--- src/rtl/bech32_pkg.sv ---
// ----------------------------------------------------------------------------
// Bech32 encoder package
// Shared constants, types and the checksum step functions of the Bech32
// encoder.
// ----------------------------------------------------------------------------
package bech32_pkg;

  localparam int unsigned CharW  = 7;
  localparam int unsigned CheckW = 30;
  localparam int unsigned SymW   = 5;
  localparam int unsigned CntW   = 3;

  localparam logic [CheckW-1:0] CHECK_INIT = 30'd1;
  localparam logic [CharW-1:0]  SEP_CHAR   = 7'h31;
  localparam logic [CntW-1:0]   CK_LAST    = 3'd5;
  localparam logic [CntW-1:0]   SYM_SECOND = 3'd1;

  localparam logic [1:0] CFG_PREFIX0 = 2'd0;
  localparam logic [1:0] CFG_PREFIX1 = 2'd1;
  localparam logic [1:0] CFG_PREFIX2 = 2'd2;

  localparam logic [CharW-1:0] PREFIX0_RST = 7'd97;
  localparam logic [CharW-1:0] PREFIX1_RST = 7'd103;
  localparam logic [CharW-1:0] PREFIX2_RST = 7'd101;

  localparam logic [CheckW-1:0] GEN_POLY [5] = '{
    30'h3b6a57b2, 30'h26508e6d, 30'h1ea119fa, 30'h3d4233dd, 30'h2a1462b3
  };

  // Character set "qpzry9x8gf2tvdw0s3jn54khce6mua7l", indexed by symbol.
  localparam logic [CharW-1:0] ALPHABET [32] = '{
    7'h71, 7'h70, 7'h7a, 7'h72, 7'h79, 7'h39, 7'h78, 7'h38,
    7'h67, 7'h66, 7'h32, 7'h74, 7'h76, 7'h64, 7'h77, 7'h30,
    7'h73, 7'h33, 7'h6a, 7'h6e, 7'h35, 7'h34, 7'h6b, 7'h68,
    7'h63, 7'h65, 7'h36, 7'h6d, 7'h75, 7'h61, 7'h37, 7'h6c
  };

  typedef enum logic [2:0] {
    PH_PRE0,
    PH_PRE1,
    PH_PRE2,
    PH_SEP,
    PH_SYM,
    PH_PAD,
    PH_CK
  } phase_e;

  // One polymod step: shift in a 5-bit symbol and reduce by the generator.
  function automatic logic [CheckW-1:0] fold(input logic [CheckW-1:0] chk,
                                             input logic [SymW-1:0]   sym);
    logic [SymW-1:0]   top;
    logic [CheckW-1:0] res;
    top = chk[29:25];
    res = {chk[24:0], sym};
    for (int j = 0; j < 5; j++) begin
      if (top[j]) begin
        res = res ^ GEN_POLY[j];
      end
    end
    return res;
  endfunction

  // Six zero symbols folded in, as at the end of every string.
  function automatic logic [CheckW-1:0] fold_zeros(input logic [CheckW-1:0] chk);
    logic [CheckW-1:0] res;
    res = chk;
    for (int k = 0; k < 6; k++) begin
      res = fold(res, 5'd0);
    end
    return res;
  endfunction

endpackage

--- src/rtl/bech32_checksum_encoder.sv ---
// ----------------------------------------------------------------------------
// Bech32 checksum encoder
// Turns a stream of payload bytes into a Bech32 text string, one ASCII
// character per output item, with prefix, separator and six checksum
// characters.
// ----------------------------------------------------------------------------
// The block emits exactly one character per clock cycle while a byte is held
// and the output side is ready, so its rate is set by the output channel and
// the byte supply. A payload byte yields one or two symbols; the first byte of
// a message also yields the three prefix characters and the separator, and the
// last byte yields a padding symbol when bits are left over plus the six
// checksum characters. Averaged over a long message this comes to 1.6
// characters per byte. An input register holds the byte being encoded and an
// output register holds the character on offer, so the next byte is taken in
// the same cycle in which the final character of the current one is produced.
module bech32_checksum_encoder (
  input  logic       clk_i,
  input  logic       rst_ni,
  input  logic       s_axis_tvalid_i,
  output logic       s_axis_tready_o,
  input  logic [7:0] s_axis_tdata_i,   // [7:0] data_byte
  input  logic       s_axis_tlast_i,   // last_byte
  output logic       m_axis_tvalid_o,
  input  logic       m_axis_tready_i,
  output logic [7:0] m_axis_tdata_o,   // [6:0] text_char, [7] zero
  output logic       m_axis_tlast_o,   // end_of_string
  input  logic       cfg_we_i,
  input  logic [1:0] cfg_idx_i,
  input  logic [6:0] cfg_data_i
);

  logic [bech32_pkg::CharW-1:0] prefix0_q, prefix1_q, prefix2_q;

  logic       item_valid_q, item_valid_d;
  logic [7:0] byte_q;
  logic       last_q;

  bech32_pkg::phase_e             phase_q, phase_d;
  logic [bech32_pkg::CntW-1:0]    cnt_q, cnt_d;
  logic [bech32_pkg::CheckW-1:0]  check_q, check_d;
  logic [3:0]                     lo_bits_q, lo_bits_d;
  logic [2:0]                     lo_cnt_q, lo_cnt_d;

  logic                           m_valid_q, m_valid_d;
  logic [bech32_pkg::CharW-1:0]   m_char_q, char_d;
  logic                           m_last_q, eos_d;

  logic out_free, step, item_done, in_accept;

  logic [11:0]                    acc;
  logic                           two_sym;
  logic [2:0]                     sym_shift;
  logic [bech32_pkg::SymW-1:0]    data_sym;
  logic [2:0]                     new_cnt;
  logic [4:0]                     new_mask;
  logic [bech32_pkg::SymW-1:0]    pad_sym;
  logic [bech32_pkg::CheckW-1:0]  pm;
  logic [11:0]                    acc_shifted;
  logic [4:0]                     pad_wide;

  assign out_free        = !m_valid_q || m_axis_tready_i;
  assign step            = item_valid_q && out_free;
  assign s_axis_tready_o = !item_valid_q || (step && item_done);
  assign in_accept       = s_axis_tvalid_i && s_axis_tready_o;

  assign m_axis_tvalid_o = m_valid_q;
  assign m_axis_tdata_o  = {1'b0, m_char_q};
  assign m_axis_tlast_o  = m_last_q;

  // Regrouping of the held byte with the bits left from the previous one.
  assign acc         = {lo_bits_q, byte_q};
  assign two_sym     = (lo_cnt_q >= 3'd2);
  assign sym_shift   = (cnt_q == bech32_pkg::SYM_SECOND) ? (lo_cnt_q - 3'd2)
                                                         : (lo_cnt_q + 3'd3);
  assign acc_shifted = acc >> sym_shift;
  assign data_sym    = acc_shifted[4:0];
  assign new_cnt     = two_sym ? (lo_cnt_q - 3'd2) : (lo_cnt_q + 3'd3);
  assign new_mask    = (5'd1 << new_cnt) - 5'd1;
  assign pad_wide    = {1'b0, lo_bits_q} << (3'd5 - lo_cnt_q);
  assign pad_sym     = pad_wide;
  assign pm          = bech32_pkg::fold_zeros(check_q) ^ bech32_pkg::CHECK_INIT;

  // Next phase of the character sequencer.
  always_comb begin
    phase_d   = phase_q;
    cnt_d     = cnt_q;
    item_done = 1'b0;
    if (step) begin
      case (phase_q)
        bech32_pkg::PH_PRE0: phase_d = bech32_pkg::PH_PRE1;
        bech32_pkg::PH_PRE1: phase_d = bech32_pkg::PH_PRE2;
        bech32_pkg::PH_PRE2: phase_d = bech32_pkg::PH_SEP;
        bech32_pkg::PH_SEP: begin
          phase_d = bech32_pkg::PH_SYM;
          cnt_d   = '0;
        end
        bech32_pkg::PH_SYM: begin
          if (!two_sym || cnt_q == bech32_pkg::SYM_SECOND) begin
            cnt_d = '0;
            if (!last_q) begin
              item_done = 1'b1;
            end else if (new_cnt != 3'd0) begin
              phase_d = bech32_pkg::PH_PAD;
            end else begin
              phase_d = bech32_pkg::PH_CK;
            end
          end else begin
            cnt_d = cnt_q + 3'd1;
          end
        end
        bech32_pkg::PH_PAD: begin
          phase_d = bech32_pkg::PH_CK;
          cnt_d   = '0;
        end
        bech32_pkg::PH_CK: begin
          if (cnt_q == bech32_pkg::CK_LAST) begin
            item_done = 1'b1;
            phase_d   = bech32_pkg::PH_PRE0;
            cnt_d     = '0;
          end else begin
            cnt_d = cnt_q + 3'd1;
          end
        end
        default: begin
          phase_d = bech32_pkg::PH_PRE0;
          cnt_d   = '0;
        end
      endcase
    end
  end

  // Character, checksum and leftover update for the current step.
  always_comb begin
    char_d    = bech32_pkg::SEP_CHAR;
    eos_d     = 1'b0;
    check_d   = check_q;
    lo_bits_d = lo_bits_q;
    lo_cnt_d  = lo_cnt_q;
    case (phase_q)
      bech32_pkg::PH_PRE0: begin
        char_d  = prefix0_q;
        check_d = bech32_pkg::fold(bech32_pkg::fold(bech32_pkg::CHECK_INIT,
                                                    {3'd0, prefix0_q[6:5]}),
                                   {3'd0, prefix1_q[6:5]});
      end
      bech32_pkg::PH_PRE1: begin
        char_d  = prefix1_q;
        check_d = bech32_pkg::fold(bech32_pkg::fold(check_q, {3'd0, prefix2_q[6:5]}),
                                   5'd0);
      end
      bech32_pkg::PH_PRE2: begin
        char_d  = prefix2_q;
        check_d = bech32_pkg::fold(bech32_pkg::fold(check_q, prefix0_q[4:0]),
                                   prefix1_q[4:0]);
      end
      bech32_pkg::PH_SEP: begin
        char_d  = bech32_pkg::SEP_CHAR;
        check_d = bech32_pkg::fold(check_q, prefix2_q[4:0]);
      end
      bech32_pkg::PH_SYM: begin
        char_d  = bech32_pkg::ALPHABET[data_sym];
        check_d = bech32_pkg::fold(check_q, data_sym);
        if (!two_sym || cnt_q == bech32_pkg::SYM_SECOND) begin
          lo_cnt_d  = new_cnt;
          lo_bits_d = byte_q[3:0] & new_mask[3:0];
        end
      end
      bech32_pkg::PH_PAD: begin
        char_d  = bech32_pkg::ALPHABET[pad_sym];
        check_d = bech32_pkg::fold(check_q, pad_sym);
      end
      bech32_pkg::PH_CK: begin
        if (cnt_q == 3'd0) begin
          char_d  = bech32_pkg::ALPHABET[pm[29:25]];
          check_d = {pm[24:0], 5'd0};
        end else begin
          char_d  = bech32_pkg::ALPHABET[check_q[29:25]];
          check_d = {check_q[24:0], 5'd0};
        end
        if (cnt_q == bech32_pkg::CK_LAST) begin
          eos_d     = 1'b1;
          check_d   = bech32_pkg::CHECK_INIT;
          lo_bits_d = '0;
          lo_cnt_d  = '0;
        end
      end
      default: begin
        char_d = bech32_pkg::SEP_CHAR;
      end
    endcase
  end

  always_comb begin
    item_valid_d = item_valid_q;
    if (in_accept) begin
      item_valid_d = 1'b1;
    end else if (step && item_done) begin
      item_valid_d = 1'b0;
    end
    m_valid_d = m_valid_q;
    if (step) begin
      m_valid_d = 1'b1;
    end else if (m_axis_tready_i) begin
      m_valid_d = 1'b0;
    end
  end

  always_ff @(posedge clk_i or negedge rst_ni) begin
    if (!rst_ni) begin
      prefix0_q    <= bech32_pkg::PREFIX0_RST;
      prefix1_q    <= bech32_pkg::PREFIX1_RST;
      prefix2_q    <= bech32_pkg::PREFIX2_RST;
      item_valid_q <= 1'b0;
      m_valid_q    <= 1'b0;
      phase_q      <= bech32_pkg::PH_PRE0;
      cnt_q        <= '0;
      check_q      <= bech32_pkg::CHECK_INIT;
      lo_bits_q    <= '0;
      lo_cnt_q     <= '0;
    end else begin
      if (cfg_we_i) begin
        case (cfg_idx_i)
          bech32_pkg::CFG_PREFIX0: prefix0_q <= cfg_data_i;
          bech32_pkg::CFG_PREFIX1: prefix1_q <= cfg_data_i;
          bech32_pkg::CFG_PREFIX2: prefix2_q <= cfg_data_i;
          default: ;
        endcase
      end
      item_valid_q <= item_valid_d;
      m_valid_q    <= m_valid_d;
      phase_q      <= phase_d;
      cnt_q        <= cnt_d;
      if (step) begin
        check_q   <= check_d;
        lo_bits_q <= lo_bits_d;
        lo_cnt_q  <= lo_cnt_d;
      end
    end
  end

  always_ff @(posedge clk_i) begin
    if (in_accept) begin
      byte_q <= s_axis_tdata_i;
      last_q <= s_axis_tlast_i;
    end
    if (step) begin
      m_char_q <= char_d;
      m_last_q <= eos_d;
    end
  end

`ifndef SYNTHESIS
  a_lo_cnt_range: assert property (@(posedge clk_i) disable iff (!rst_ni)
    lo_cnt_q <= 3'd4)
    else $error("leftover bit count out of range");

  a_eos_on_last_ck: assert property (@(posedge clk_i) disable iff (!rst_ni)
    (step && phase_q == bech32_pkg::PH_CK && cnt_q == bech32_pkg::CK_LAST)
    |=> (m_axis_tvalid_o && m_axis_tlast_o && check_q == bech32_pkg::CHECK_INIT
         && phase_q == bech32_pkg::PH_PRE0))
    else $error("string end not marked or state not restored");

  a_no_tlast_elsewhere: assert property (@(posedge clk_i) disable iff (!rst_ni)
    (step && !(phase_q == bech32_pkg::PH_CK && cnt_q == bech32_pkg::CK_LAST))
    |=> !m_axis_tlast_o)
    else $error("end of string marked on a non-final character");
`endif

endmodule

--- config.mk ---
export PLATFORM = sky130hd
export DESIGN_NAME = bech32_checksum_encoder
export DESIGN_NICKNAME = d
export VERILOG_FILES = /design/src/rtl/bech32_pkg.sv /design/src/rtl/bech32_checksum_encoder.sv
export SDC_FILE = /design/constraint.sdc
export NUM_CORES = 1
export LEC_CHECK = 0
export BUFFER_PORTS_ARGS = -buffer_cell sky130_fd_sc_hd__buf_4
export CAP_MARGIN = 20
export CORE_MARGIN = 1.5
export CORE_UTILIZATION = 45
export CTS_BUF_LIST = sky130_fd_sc_hd__clkbuf_16
export CTS_CLUSTER_SIZE = 14
export DETAILED_ROUTE_END_ITERATION = 10
export SYNTH_ARGS = -nofsm -noshare
export SYNTH_HDL_FRONTEND = slang
export SYNTH_SLANG_ARGS = --single-unit
export TNS_END_PERCENT = 30
--- constraint.sdc ---
create_clock -name clk_i -period 6.7 [get_ports clk_i]
set_input_delay 2.01 -clock clk_i [delete_from_list [all_inputs] [get_ports clk_i]]
set_output_delay 2.01 -clock clk_i [all_outputs]
set_load 0.01 [all_outputs]
==> impl_summary.log <==
[metrics] result of the run: finished clean
[metrics] clk root buf: sky130_fd_sc_hd__clkbuf_16
[metrics] post-synth top area cell: sky130_fd_sc_hd__xnor2_1
[metrics] starting utilization of the core area: 46.1%
[metrics] router iterations before antenna repair: 6
[metrics] horizontal extent of the die: 150 um
[metrics] clock tree buffer depth: 2
[metrics] Syn Nets: 1,073
[metrics] clock insertion delay at the later pin of the skew report: 0.37 ns
[metrics] Avg Inst Size Synth: 9.38 sq um
[metrics] post-CTS repair timing setup buffer count: 0
[metrics] aggregate negative setup slack: 0 ns
[metrics] number of enable-type register cells in the synthesized netlist: 17
[metrics] most used flip-flop cell after synthesis: sky130_fd_sc_hd__dfrtp_1
[metrics] Resized Gates After CTS: 0
[metrics] nets@finish: 1,073
[metrics] fill cell count: 1,975
[metrics] footprint of the multi-input gates: 7210 sq um
[metrics] flip-flop and latch area: 2180 sq um
[metrics] leading post-synthesis cells by cell area: sky130_fd_sc_hd__xnor2_1 (17%), sky130_fd_sc_hd__dfrtp_1 (14%), sky130_fd_sc_hd__xnor3_1 (9.5%)
[metrics] global route total overflow: 0
[metrics] worst clock skew: 0.0197 ns
[metrics] first-pass GRT wire length: 46,700 um
[metrics] Layout Cells excl Fill: 1,320
[metrics] series of cell instances along the critical path: xor2_2 > xnor2_1 > xnor3_1 > xor3_1 > xnor2_1 > xnor3_2 > xnor3_2 > xnor3_1 > or2_4 > o21a_1 > o21ai_1 > a221o_1
[metrics] CP max stage cell: sky130_fd_sc_hd__dfrtp_1
[metrics] number of H-tree levels: 3
[metrics] DRC violation total after the first TritonRoute iteration: 801
[metrics] total of hold buffers inserted after clock tree synthesis: 0
[metrics] most common cell after layout, fill and taps aside: sky130_fd_sc_hd__xnor2_1
[metrics] final-report hold violation count: 0
[metrics] pin slew with the least headroom to its limit: 1.08 ns
[metrics] Clock transition at path regs: 0.07 ns
[metrics] Netlist Area Pre-Place: 9750 sq um
[metrics] TritonCTS sink count: 83
[metrics] maximum number of pins on one net before global-route repair: 67
[metrics] data required time of the worst path: 6.81 ns
[metrics] DRC violation count after routing: 0
[metrics] number of vias after detailed routing: 7,917
[metrics] synthesized netlist cell count: 1,040
[metrics] portion of the clock cycle consumed by the worst path in the final layout: 89.9%
[metrics] count of buffering cells on the critical path with inverters included: 0
[metrics] Final ANT Viol Nets: 0
[metrics] maximum operating frequency: 166 MHz
[metrics] flop and latch count out of synthesis: 83
[metrics] dominant delay contributor by cell family on the critical path: XOR/XNOR gates
[metrics] worst-case headroom to the max-slew limit: 27.2%
[metrics] area overhead of the layout relative to synthesis: 7.89%
[metrics] post-layout util: 49.7%
[metrics] RSZ-0062 raised after global routing: false
[metrics] total routing usage reported by global routing: 28.0%
[metrics] IO Port Bufs: 32
[metrics] TritonCTS clock tree: done
[metrics] type of the worst min-delay path: flop to flop
[metrics] core area: 21,200 sq um
[metrics] Maximum Capacitance Violations: 0
[metrics] longest individual stage delay on the worst path: 0.99 ns
[metrics] total wirelength of the detailed-routed design: 30,200 um
[metrics] placed wire-length estimate: 22,800 um
[metrics] die footprint: 22,600 sq um
[metrics] Critical Path Sink Type: flop
[metrics] number of warning messages in the yosys log: 0
[metrics] leading cell types in the layout, fill and taps excluded: sky130_fd_sc_hd__xnor2_1 (192), sky130_fd_sc_hd__nand2_1 (103), sky130_fd_sc_hd__o21ai_0 (99)
[metrics] WL per Instance: 22.9 um
[metrics] post-synthesis async set-or-reset flop share: 79.5%
[metrics] final-report setup violation count: 0
[metrics] number of buffers inserted during clock tree synthesis: 9
[metrics] GP Congestion: 0.949
[metrics] antenna fix cells: 0
[metrics] count of boundary I/O pins: 34
[metrics] largest fanout of any net on the critical path: 19
[metrics] post-layout minimum cycle time: 6.03 ns
[metrics] Critical Path AT: 6.14 ns
[metrics] share of final-layout standard cells stronger than drive strength 1: 14.8%
[metrics] portion of the post-synthesis area used by sequential elements: 22.3%
[metrics] top cell type's share of synthesized area: 17.2%
[metrics] vias in the first global route: 7,529
[metrics] number of different library cells in the post-synthesis netlist: 73
[metrics] Worst Hold Margin: 0.510 ns
[metrics] post-placement cell count: 1,303
[metrics] startpoint-to-endpoint class of the critical path: flop to flop
[metrics] startpoint kind of the worst setup timing path: flop
[metrics] final-report max-slew violation count: 0
[metrics] DR vias/cell: 6.00
[metrics] cell row count: 53
[metrics] number of antenna violations at the first check in global routing: 0
[metrics] die boundary height: 150 um
==> logic make-up after synthesis <==
logic type      Yosys count  share of synthesized area (%)
buf+inv                  91                           3.94
mux                      53                           6.84
flops                    83                           22.3
xor+xnor                335                           39.6
other cells               1                         0.0384
simple gates            214                           9.68
fa+ha+maj                10                           1.28
compound gates          253                           16.2
==> final timing paths <==
kind	start	end	slack [ns]	cells after the start
setup / recovery	check_q[27]	m_char_q[3]	0.67	12
hold / removal	item_valid_q	m_axis_tvalid_o	0.51	1
setup reg to reg	check_q[27]	m_char_q[3]	0.67	12
hold reg to reg	item_valid_q	m_axis_tvalid_o	0.51	1
max in group asynchronous	rst_ni	lo_bits_q[0]	4.33	1
min in group asynchronous	rst_ni	check_q[7]	1.77	1
==> through the flow <==
stage / area (sq um) / worst slack [ns]
after floorplan: 9750 / 1.76
after global placement: 10200 / 0.845
after detailed placement: 10200 / 0.721
after CTS: 10500 / 0.711
after global routing: 10500 / 0.343
final: 10500 / 0.674
==> cells in the mapped netlist, types with 4 or more instances <==
cell	number
sky130_fd_sc_hd__buf_4	5
sky130_fd_sc_hd__xnor2_2	8
sky130_fd_sc_hd__o21ai_1	4
sky130_fd_sc_hd__clkbuf_1	48
sky130_fd_sc_hd__nor3_1	6
sky130_fd_sc_hd__nor2b_1	5
sky130_fd_sc_hd__ha_1	10
sky130_fd_sc_hd__dfrtp_1	53
sky130_fd_sc_hd__xor3_1	6
sky130_fd_sc_hd__o21ai_0	99
sky130_fd_sc_hd__dfstp_2	13
sky130_fd_sc_hd__o22ai_1	16
sky130_fd_sc_hd__inv_1	19
sky130_fd_sc_hd__mux4_2	8
sky130_fd_sc_hd__a31oi_1	4
sky130_fd_sc_hd__nor2_1	52
sky130_fd_sc_hd__nor3b_1	5
sky130_fd_sc_hd__o31ai_1	8
sky130_fd_sc_hd__nand2b_1	8
sky130_fd_sc_hd__nand2_1	103
sky130_fd_sc_hd__xnor3_2	7
sky130_fd_sc_hd__a222oi_1	8
sky130_fd_sc_hd__and2_1	4
sky130_fd_sc_hd__xnor2_4	4
sky130_fd_sc_hd__a211oi_1	9
sky130_fd_sc_hd__nand3_1	15
sky130_fd_sc_hd__edfxtp_1	17
sky130_fd_sc_hd__a221oi_1	8
sky130_fd_sc_hd__o211ai_1	5
sky130_fd_sc_hd__xnor3_1	41
sky130_fd_sc_hd__buf_2	7
sky130_fd_sc_hd__a21oi_1	48
sky130_fd_sc_hd__a22oi_1	6
sky130_fd_sc_hd__mux2i_1	16
sky130_fd_sc_hd__xor2_1	73
sky130_fd_sc_hd__buf_1	8
sky130_fd_sc_hd__o221ai_1	5
sky130_fd_sc_hd__xnor2_1	192
sky130_fd_sc_hd__mux2_2	29
==> metal layers <==
metal / up-vias / part of all wire [%] / track usage, %
met4: 0 / 2.5 / 8.87
met2: 334 / 45 / 42.4
met3: 50 / 7.4 / 4.21
met1: 3867 / 46 / 40.8
li1: 3666 / - / -
met5: - / 0 / 0
==> sequential cells by signal, indices dropped and copies added, names as in the netlist, 3 cells and up <==
signal and cells:
prefix2_q 7, prefix0_q 7, lo_bits_q 4, m_char_q 7, prefix1_q 7, lo_cnt_q 3
cnt_q 3, check_q 30, byte_q 8, phase_q 3
==> cell type report <==
type                    count  area share [%]
flip-flops and latches     83            20.7
clock buffers               9            2.14
multi-input cells         866            68.5
well taps                 275            3.27
inverters                  21           0.749
clock inverters             7           0.476
repair buffers             59            4.16
Power is not shown: default switching activity piles up to over one toggle a cycle in this logic, so the estimate is an artifact.
